File: src/rtl/rcc_pkg.sv
`default_nettype none

package rcc_pkg;

    // sizing
    localparam int MAX_PIECES = 16;
    localparam int MAX_LENGTH = 64;

    // field widths
    localparam int LEN_W     = 7;
    localparam int PRICE_W   = 16;
    localparam int COST_W    = 16;
    localparam int ACT_W     = 2;
    localparam int OUT_VAL_W = 23;
    localparam int VAL_W     = 24;

    // derived widths
    localparam int CNT_W  = $clog2(MAX_PIECES + 1);
    localparam int IDX_W  = (MAX_PIECES > 1) ? $clog2(MAX_PIECES) : 1;
    localparam int ADDR_W = $clog2(MAX_LENGTH + 1);

    // action codes on the input tuser
    localparam logic [ACT_W-1:0] ACT_LOAD  = 2'd0;
    localparam logic [ACT_W-1:0] ACT_CLEAR = 2'd1;
    localparam logic [ACT_W-1:0] ACT_SOLVE = 2'd2;

    // controller to datapath
    typedef struct packed {
        logic             load;
        logic             clear;
        logic             issue;
        logic             acc_seed;
        logic             acc_clear;
        logic             emit;
        logic             out_en;
        logic             last;
        logic [IDX_W-1:0] idx;
        logic [LEN_W-1:0] len;
    } t_dp_cmd;

    // datapath to controller
    typedef struct packed {
        logic [CNT_W-1:0] piece_count;
        logic             out_free;
    } t_dp_sts;

    // one result beat
    typedef struct packed {
        logic [LEN_W-1:0]     first_cut;
        logic [OUT_VAL_W-1:0] best_value;
        logic [LEN_W-1:0]     current_length;
        logic                 reachable;
        logic                 last;
    } t_result;

endpackage

`default_nettype wire

File: src/rtl/rod_cut_with_cut_cost.sv
// Rod cutting with a per-cut cost. A load beat (tuser 0) appends a piece of
// given length and price to a 16-entry table (loads into a full table are
// dropped), a clear beat (tuser 1) empties it, and a solve beat (tuser 2)
// gives a rod length L, saturated to 64. For every length 1..L one result
// beat follows with the best value, first cut and a reachable flag in tuser;
// the beat for L carries tlast. L of 0 gives a single beat of value 0.
// Load and clear are taken in idle and leave the input open. During a solve
// the compare loop examines one table entry per cycle through a registered
// read of the best-value memory, and each length then passes through a drain
// state and a write-back state, which waits while the output is stalled.
// The input is not ready while a solve runs. cut_cost is written through
// i_cfg_we/i_cfg_wdata.
`default_nettype none

module rod_cut_with_cut_cost
    import rcc_pkg::*;
(
    input  wire logic              i_clk,
    input  wire logic              i_rst_n,
    input  wire logic              i_cfg_we,
    input  wire logic [COST_W-1:0] i_cfg_wdata,
    input  wire logic              s_axis_tvalid,
    output logic                   s_axis_tready,
    // [6:0] piece_length, [22:7] piece_price, [29:23] rod_length, [31:30] zero
    input  wire logic [31:0]       s_axis_tdata,
    // [1:0] action
    input  wire logic [ACT_W-1:0]  s_axis_tuser,
    output logic                   m_axis_tvalid,
    input  wire logic              m_axis_tready,
    // [6:0] current_length, [29:7] best_value, [36:30] first_cut, [39:37] zero
    output logic [39:0]            m_axis_tdata,
    // [0] reachable
    output logic                   m_axis_tuser,
    output logic                   m_axis_tlast
);

    t_dp_cmd cmd;
    t_dp_sts sts;
    t_result result;

    rcc_ctrl u_ctrl (
        .i_clk        (i_clk),
        .i_rst_n      (i_rst_n),
        .i_in_valid   (s_axis_tvalid),
        .o_in_ready   (s_axis_tready),
        .i_action     (s_axis_tuser),
        .i_rod_length (s_axis_tdata[29:23]),
        .i_sts        (sts),
        .o_cmd        (cmd)
    );

    rcc_dp u_dp (
        .i_clk          (i_clk),
        .i_rst_n        (i_rst_n),
        .i_cmd          (cmd),
        .o_sts          (sts),
        .i_piece_length (s_axis_tdata[6:0]),
        .i_piece_price  (s_axis_tdata[22:7]),
        .i_cfg_we       (i_cfg_we),
        .i_cfg_wdata    (i_cfg_wdata),
        .i_out_ready    (m_axis_tready),
        .o_out_valid    (m_axis_tvalid),
        .o_result       (result)
    );

    // result beat packing
    assign m_axis_tdata = {3'b000, result.first_cut, result.best_value,
                           result.current_length};
    assign m_axis_tuser = result.reachable;
    assign m_axis_tlast = result.last;

endmodule

`default_nettype wire

File: src/rtl/rcc_ctrl.sv
`default_nettype none

module rcc_ctrl
    import rcc_pkg::*;
(
    input  wire logic             i_clk,
    input  wire logic             i_rst_n,
    input  wire logic             i_in_valid,
    output logic                  o_in_ready,
    input  wire logic [ACT_W-1:0] i_action,
    input  wire logic [LEN_W-1:0] i_rod_length,
    input  wire t_dp_sts          i_sts,
    output t_dp_cmd               o_cmd
);

    localparam logic [1:0] ST_IDLE  = 2'd0;
    localparam logic [1:0] ST_SCAN  = 2'd1;
    localparam logic [1:0] ST_DRAIN = 2'd2;
    localparam logic [1:0] ST_EMIT  = 2'd3;

    logic [1:0]       r_state, n_state;
    logic [LEN_W-1:0] r_i, n_i;
    logic [LEN_W-1:0] r_rod, n_rod;
    logic [IDX_W-1:0] r_j, n_j;

    assign o_in_ready = (r_state == ST_IDLE);

    // sequencing: one piece per cycle, then drain, then write back and emit
    always_comb begin
        n_state = r_state;
        n_i     = r_i;
        n_rod   = r_rod;
        n_j     = r_j;
        o_cmd        = '0;
        o_cmd.idx    = r_j;
        o_cmd.len    = r_i;
        o_cmd.last   = (r_i == r_rod);
        // length 0 is only reported when it is the requested rod
        o_cmd.out_en = (r_i != '0) || (r_rod == '0);
        unique case (r_state)
            ST_IDLE: begin
                if (i_in_valid) begin
                    unique case (i_action)
                        ACT_LOAD:  o_cmd.load = 1'b1;
                        ACT_CLEAR: o_cmd.clear = 1'b1;
                        ACT_SOLVE: begin
                            n_rod = (i_rod_length > LEN_W'(MAX_LENGTH)) ?
                                    LEN_W'(MAX_LENGTH) : i_rod_length;
                            n_i   = '0;
                            o_cmd.acc_seed = 1'b1;
                            n_state = ST_EMIT;
                        end
                        default: ;
                    endcase
                end
            end
            ST_SCAN: begin
                o_cmd.issue = 1'b1;
                if (CNT_W'(r_j) + CNT_W'(1) == i_sts.piece_count) begin
                    n_state = ST_DRAIN;
                end else begin
                    n_j = r_j + 1'b1;
                end
            end
            ST_DRAIN: begin
                n_state = ST_EMIT;
            end
            ST_EMIT: begin
                if (i_sts.out_free || !o_cmd.out_en) begin
                    o_cmd.emit = 1'b1;
                    if (o_cmd.last) begin
                        n_state = ST_IDLE;
                    end else begin
                        n_i = r_i + 1'b1;
                        n_j = '0;
                        o_cmd.acc_clear = 1'b1;
                        n_state = (i_sts.piece_count == '0) ? ST_DRAIN : ST_SCAN;
                    end
                end
            end
        endcase
    end

    // state and counters
    always_ff @(posedge i_clk) begin
        if (!i_rst_n) begin
            r_state <= ST_IDLE;
            r_i     <= '0;
            r_rod   <= '0;
            r_j     <= '0;
        end else begin
            r_state <= n_state;
            r_i     <= n_i;
            r_rod   <= n_rod;
            r_j     <= n_j;
        end
    end

endmodule

`default_nettype wire

File: src/rtl/rcc_dp.sv
`default_nettype none

module rcc_dp
    import rcc_pkg::*;
(
    input  wire logic               i_clk,
    input  wire logic               i_rst_n,
    input  wire t_dp_cmd            i_cmd,
    output t_dp_sts                 o_sts,
    input  wire logic [LEN_W-1:0]   i_piece_length,
    input  wire logic [PRICE_W-1:0] i_piece_price,
    input  wire logic               i_cfg_we,
    input  wire logic [COST_W-1:0]  i_cfg_wdata,
    input  wire logic               i_out_ready,
    output logic                    o_out_valid,
    output t_result                 o_result
);

    logic [COST_W-1:0]  r_cut_cost;
    logic [CNT_W-1:0]   r_count;
    logic [LEN_W-1:0]   r_pl_tab [MAX_PIECES];
    logic [PRICE_W-1:0] r_pr_tab [MAX_PIECES];

    // best value memory: {reachable, value}
    logic [VAL_W:0]     r_mem [MAX_LENGTH+1];
    logic [VAL_W:0]     r_rd;
    logic [ADDR_W-1:0]  rd_addr;

    logic [LEN_W-1:0]   pl;
    logic               fit;
    logic               r_s1_valid;
    logic               r_s1_fit;
    logic [LEN_W-1:0]   r_s1_pl;
    logic [PRICE_W-1:0] r_s1_price;

    logic [VAL_W-1:0]   cut_sub;
    logic [VAL_W-1:0]   profit;
    logic               take;

    logic               r_found;
    logic [VAL_W-1:0]   r_best;
    logic [LEN_W-1:0]   r_cut;

    logic               r_out_valid;
    t_result            r_result;

    // cut cost register
    always_ff @(posedge i_clk) begin
        if (!i_rst_n) begin
            r_cut_cost <= '0;
        end else if (i_cfg_we) begin
            r_cut_cost <= i_cfg_wdata;
        end
    end

    // piece count
    always_ff @(posedge i_clk) begin
        if (!i_rst_n) begin
            r_count <= '0;
        end else if (i_cmd.clear) begin
            r_count <= '0;
        end else if (i_cmd.load && (r_count < CNT_W'(MAX_PIECES))) begin
            r_count <= r_count + 1'b1;
        end
    end

    // piece table, appended at the count
    always_ff @(posedge i_clk) begin
        if (i_cmd.load && (r_count < CNT_W'(MAX_PIECES))) begin
            r_pl_tab[r_count[IDX_W-1:0]] <= i_piece_length;
            r_pr_tab[r_count[IDX_W-1:0]] <= i_piece_price;
        end
    end

    // stage 0: fetch piece, form remainder address
    assign pl      = r_pl_tab[i_cmd.idx];
    assign fit     = (pl != '0) && (pl <= i_cmd.len);
    assign rd_addr = ADDR_W'(i_cmd.len - pl);

    always_ff @(posedge i_clk) begin
        if (i_cmd.emit) begin
            r_mem[i_cmd.len[ADDR_W-1:0]] <= {r_found, r_best};
        end
        r_rd <= r_mem[rd_addr];
    end

    always_ff @(posedge i_clk) begin
        if (!i_rst_n) begin
            r_s1_valid <= 1'b0;
        end else begin
            r_s1_valid <= i_cmd.issue;
        end
    end

    always_ff @(posedge i_clk) begin
        r_s1_fit   <= fit;
        r_s1_pl    <= pl;
        r_s1_price <= r_pr_tab[i_cmd.idx];
    end

    // stage 1: profit and running best, earliest entry wins ties
    assign cut_sub = (r_s1_pl != i_cmd.len) ? VAL_W'(r_cut_cost) : '0;
    assign profit  = VAL_W'(r_s1_price) + r_rd[VAL_W-1:0] - cut_sub;
    assign take    = r_s1_valid && r_s1_fit && r_rd[VAL_W] &&
                     (!r_found || ($signed(profit) > $signed(r_best)));

    always_ff @(posedge i_clk) begin
        if (!i_rst_n) begin
            r_found <= 1'b0;
        end else if (i_cmd.acc_seed) begin
            r_found <= 1'b1;
        end else if (i_cmd.acc_clear) begin
            r_found <= 1'b0;
        end else if (take) begin
            r_found <= 1'b1;
        end
    end

    always_ff @(posedge i_clk) begin
        if (i_cmd.acc_seed || i_cmd.acc_clear) begin
            r_best <= '0;
            r_cut  <= '0;
        end else if (take) begin
            r_best <= profit;
            r_cut  <= r_s1_pl;
        end
    end

    // output register
    always_ff @(posedge i_clk) begin
        if (!i_rst_n) begin
            r_out_valid <= 1'b0;
        end else if (i_cmd.emit && i_cmd.out_en) begin
            r_out_valid <= 1'b1;
        end else if (i_out_ready) begin
            r_out_valid <= 1'b0;
        end
    end

    always_ff @(posedge i_clk) begin
        if (i_cmd.emit && i_cmd.out_en) begin
            r_result.current_length <= i_cmd.len;
            r_result.best_value     <= r_best[OUT_VAL_W-1:0];
            r_result.first_cut      <= r_cut;
            r_result.reachable      <= r_found;
            r_result.last           <= i_cmd.last;
        end
    end

    assign o_out_valid       = r_out_valid;
    assign o_result          = r_result;
    assign o_sts.piece_count = r_count;
    assign o_sts.out_free    = !r_out_valid || i_out_ready;

endmodule

`default_nettype wire

File: config.mk
export PLATFORM = sky130hd
export DESIGN_NAME = rod_cut_with_cut_cost
export DESIGN_NICKNAME = d
export VERILOG_FILES = /design/src/rtl/rcc_pkg.sv /design/src/rtl/rod_cut_with_cut_cost.sv /design/src/rtl/rcc_ctrl.sv /design/src/rtl/rcc_dp.sv
export SDC_FILE = /design/constraint.sdc
export NUM_CORES = 2
export LEC_CHECK = 0
export BUFFER_PORTS_ARGS = -buffer_cell sky130_fd_sc_hd__buf_2
export CORE_ASPECT_RATIO = 0.8
export CORE_UTILIZATION = 25
export CTS_CLUSTER_SIZE = 28
export DETAILED_ROUTE_END_ITERATION = 12
export PLACE_DENSITY = 0.48
export RECOVER_POWER = 25
export SETUP_SLACK_MARGIN = 0.02
export SLEW_MARGIN = 40
export SYNTH_ARGS = -nofsm -noshare
export SYNTH_HDL_FRONTEND = slang
export SYNTH_HIERARCHICAL = 1
export SYNTH_SLANG_ARGS = --single-unit
export TNS_END_PERCENT = 30
File: constraint.sdc
create_clock -name i_clk -period 5.8 [get_ports i_clk]
set_input_delay 0.29 -clock i_clk [delete_from_list [all_inputs] [get_ports i_clk]]
set_output_delay 0.29 -clock i_clk [all_outputs]
set_load 0.005 [all_outputs]
==> results.cfg <==
[routing]
drt_iter0_markers = 3738
drtPass1Iterations = 5
routed_via_density = 4.60
drt-total-wl_um = 234000
ant_nets = 0
wl_per_cell_um = 26.3
num_vias = 40853
drc = 0

[logic_synthesis]
postSynth.asyncResetShare_pct = 0
ys.flop_type = edfxtp_1
synthSimpleGateAreaFrac_pct = 2.08
synth_most_common_cell = edfxtp_1
synth_top_area_share_pct = 72.7
synth_top_family_by_area = multiplexers
yosysWarnings = 6
synth_edf_count = 2032
netlist_area_sq_um = 83900
syn_area_per_cell_sq_um = 22.4
ys_seq_area_share_pct = 75.7
synthXorXnorAreaFrac_pct = 0.470
yosys.cell_types.count = 70
synth-compound-area-share_pct = 1.06
yosys-top-cells-area = edfxtp_1, mux4_2, dfxtp_1
synth_cells = 3748
synth_fa_ha_area_share_pct = 1.33
synth-seq-cells = 2156
synth_mux_area_share_pct = 18.0
synth_commonest_cells = edfxtp_1, mux4_2, nor2_1
yosys.area.top_type = edfxtp_1

[cells_and_area]
nets = 4423
multiInputGateArea_sq_um = 20200
seqCellArea_sq_um = 63500
nFillCells = 31872
area_growth_pct = 20.7
post-route-util_pct = 30.4
drive_gt1_share_pct = 33.5

[cts]
cts_tree = done
cts.sinks = 2156
clock_latency_ns = 0.86
clk_pin_slew_ns = 0.06
cts.root.buffer_cell = clkbuf_16
numCtsBuffers = 222
clk_path_buf_depth = 3
htreeDepth = 4

[floorplan]
die_height_um = 520
core_sq_um = 333000
placementRows = 189
pin_count = 99
dieArea_sq_um = 338000
initial_core_util_pct = 25.2
dieWidth_um = 650

[pwr]
switching_share_pct = 28.8
ir_worst_vdd_uv = 332
seq_power_share_pct = 40.9
p_int_mw = 30.1
switchingPower_mw = 12.2
leakagePower_nw = 32.4
power_mw = 42.2
power_density_nw_per_um2 = 417
pwr-share-clk_pct = 32.8
pwr-share-comb_pct = 26.3

[min_path]
min_path_cells = 4
hp-start = s_axis_tuser[0]
hp-class = primary input to flop
whs_endpoint = u_dp/r_count[0]$_SDFFE_PP0P_

[placed_design]
gp_congestion = 0.773
hpwl_um = 139000
numPortBuffers = 93

[run_status]
violations = capacitance limit, slew limit, setup timing
status = finished with violations

[job]
maxCapViolations = 7

[setup_path]
crit_slowest_cell = or4_4
end_kind = flop
worstPathArrival_ns = 6.61
path_max_fanout = 8
reg2reg_slack_ns = -0.06
timing.rr.end = u_dp/r_best[23]$_SDFFE_PP0P_
cp-start-kind = flop
rr_worst_depth = 26
reg2reg_from = u_dp/r_s1_pl[0]$_DFF_P_
worst-endpoint-required_ns = 6.55
worst-path-buf-inv = 5
setup.worst_path.class = flop to flop
cp_top_family = simple AND/OR/NAND/NOR gates
max_stage_delay_ns = 0.55

[sta]
setup_slack_ns = -0.0587
worst_clock_skew_ns = 0.0424
slew_viol_final = 330
rsz0062_at_grt = true
setup_violations = 21
hold_violations = 0
period_needed_ns = 5.86
timing.final.crit_share_pct = 101
worst_pin_slew_ns = 4.03
max_freq_ghz = 0.171
slew_headroom_pct = -168

[grt]
grt_pass1_vias = 41918
gr-total-overflow = 0
grt_pass1_wl_um = 328000
grt_max_degree = 76
antenna_found_initial = 12
grt_usage_pct = 13.5
[power by group through the flow]
stage                     logic [mW]  registers [mW]  clock network (mW)
after global placement          10.5            17.6                   0
after global routing            11.8            17.3                14.7
after floorplan                 6.14            17.6                   0
after detailed placement        10.5            17.6                   0
final                           11.1            17.2                13.9
after CTS                       10.9            17.2                14.2
[final cells by class]
type / count / share of cell area, %
flip-flops and latches: 2156 / 62.7
multi-input cells: 1308 / 20.0
clock buffers: 298 / 5.95
well taps: 4393 / 5.43
repair buffers: 482 / 4.44
clock inverters: 117 / 1.01
inverters: 119 / 0.444
diodes: 9 / 0.0222
[state kept, by name, summed over array words and instances, names as in the netlist, 2 cells and up]
name,cells
u_dp/r_pr_tab,256
u_dp/r_cut,7
u_ctrl/r_rod,7
u_dp/r_s1_price,16
u_dp/r_count,5
u_dp/r_rd,25
u_ctrl/r_j,4
u_dp/r_s1_pl,7
u_dp/r_cut_cost,16
u_dp/o_result,39
u_dp/r_mem,1625
u_dp/r_best,24
u_dp/r_pl_tab,112
u_ctrl/r_state,2
u_ctrl/r_i,7
[routing by layer]
| layer | up-vias | track usage (%) | wire, um |
|---|---|---|---|
| met4 | 2 | 2.64 | 4040 |
| met1 | 22627 | 19.3 | 106000 |
| met5 | - | 0 | 19 |
| met2 | 1158 | 21.8 | 111000 |
| li1 | 16806 | - | - |
| met3 | 260 | 2.29 | 13100 |
[cell usage in the layout (no fill, tap or decap), drive strengths merged, types with 9 or more instances in the layout]
cell and count:
or3 9, xnor2 30, fa 17, buf 355, nor2 128, a21o 13, bufinv 11, o21ai 16
dlygate4sd3 88, inv 127, ha 62, a21oi 43, and2 38, mux2i 39, nand3 15, nor3 15
nand4 14, edfxtp 2032, and3 9, nand2 51, dfxtp 124, mux4 640, diode 9, xor2 15
clkinv 91, clkbuf 337, mux2 26, nor2b 26
[how the worst max path moves through the flow]
stage / from / end / slack [ns] / cells past startpoint
final: u_dp/r_s1_pl[0]$_DFF_P_ / u_dp/r_best[23]$_SDFFE_PP0P_ / -0.06 / 26
after global routing: u_dp/r_s1_pl[0]$_DFF_P_ / u_dp/r_best[19]$_SDFFE_PP0P_ / -0.36 / 28
after CTS: u_dp/r_s1_pl[5]$_DFF_P_ / u_dp/r_best[19]$_SDFFE_PP0P_ / -0.17 / 28
after detailed placement: u_dp/r_s1_pl[5]$_DFF_P_ / u_dp/r_best[22]$_SDFFE_PP0P_ / -0.38 / 24
after global placement: u_dp/r_s1_pl[0]$_DFF_P_ / u_dp/r_best[23]$_SDFFE_PP0P_ / -0.43 / 24
after floorplan: u_ctrl/r_i[0]$_SDFFE_PN0P_ / u_dp/r_best[22]$_SDFFE_PP0P_ / 0.01 / 25
[cell families (layout without fill, tap and decap cells)]
| group | after synthesis | in the layout |
|---|---|---|
| simple gates | 347 | 347 |
| other cells | 1 | 12 |
| flops | 2156 | 2156 |
| buf+inv | 286 | 1016 |
| compound gates | 129 | 129 |
| fa+ha+maj | 79 | 79 |
| xor+xnor | 45 | 45 |
| mux | 705 | 705 |
[worst reg2reg max path: stages, from the launching register on]
cell and delay [ns]:
dfxtp_2 0.32, xor2_1 0.16, nor4_2 0.27, nand4_1 0.14, buf_6 0.15, buf_6 0.13, buf_6 0.13, and2_4 0.15
fa_1 0.52, inv_2 0.05, ha_4 0.28, nand2_2 0.05, or4_4 0.55, nand2_4 0.10, a311oi_4 0.13, o41a_1 0.43
xnor2_1 0.14, ha_1 0.30, nand4_1 0.13, nor2_2 0.07, and4_4 0.16, buf_4 0.13, nand2_1 0.07, nand4_1 0.20
or3_4 0.50, or4_1 0.41, o311ai_1 0.08
[through the flow]
stage | std cells | hold WS [ns] | TNS [ns] | instance area [sq um] | setup slack (ns)
after floorplan | 3750 | 0.389 | 0 | 84000 | 0.0130
after global placement | 8323 | 0.427 | -11.29 | 92100 | -0.427
after detailed placement | 8346 | 0.430 | -9.37 | 92600 | -0.377
after CTS | 8859 | 0.0899 | -2.90 | 101000 | -0.166
after global routing | 8876 | 0.161 | -9.22 | 101000 | -0.359
final | 8882 | 0.201 | -0.568 | 101000 | -0.0587
[repair_timing]
item                                    4_1_cts  5_1_grt
resized for setup                            47       39
hold buffers                                 88        0
gates cloned                                  3        1
endpoints found under the hold margin       398        0
endpoints found under the setup margin       31       31
pin swaps                                    25       34
buffers inserted                              8        5
Power figures use the tool's default switching activity.
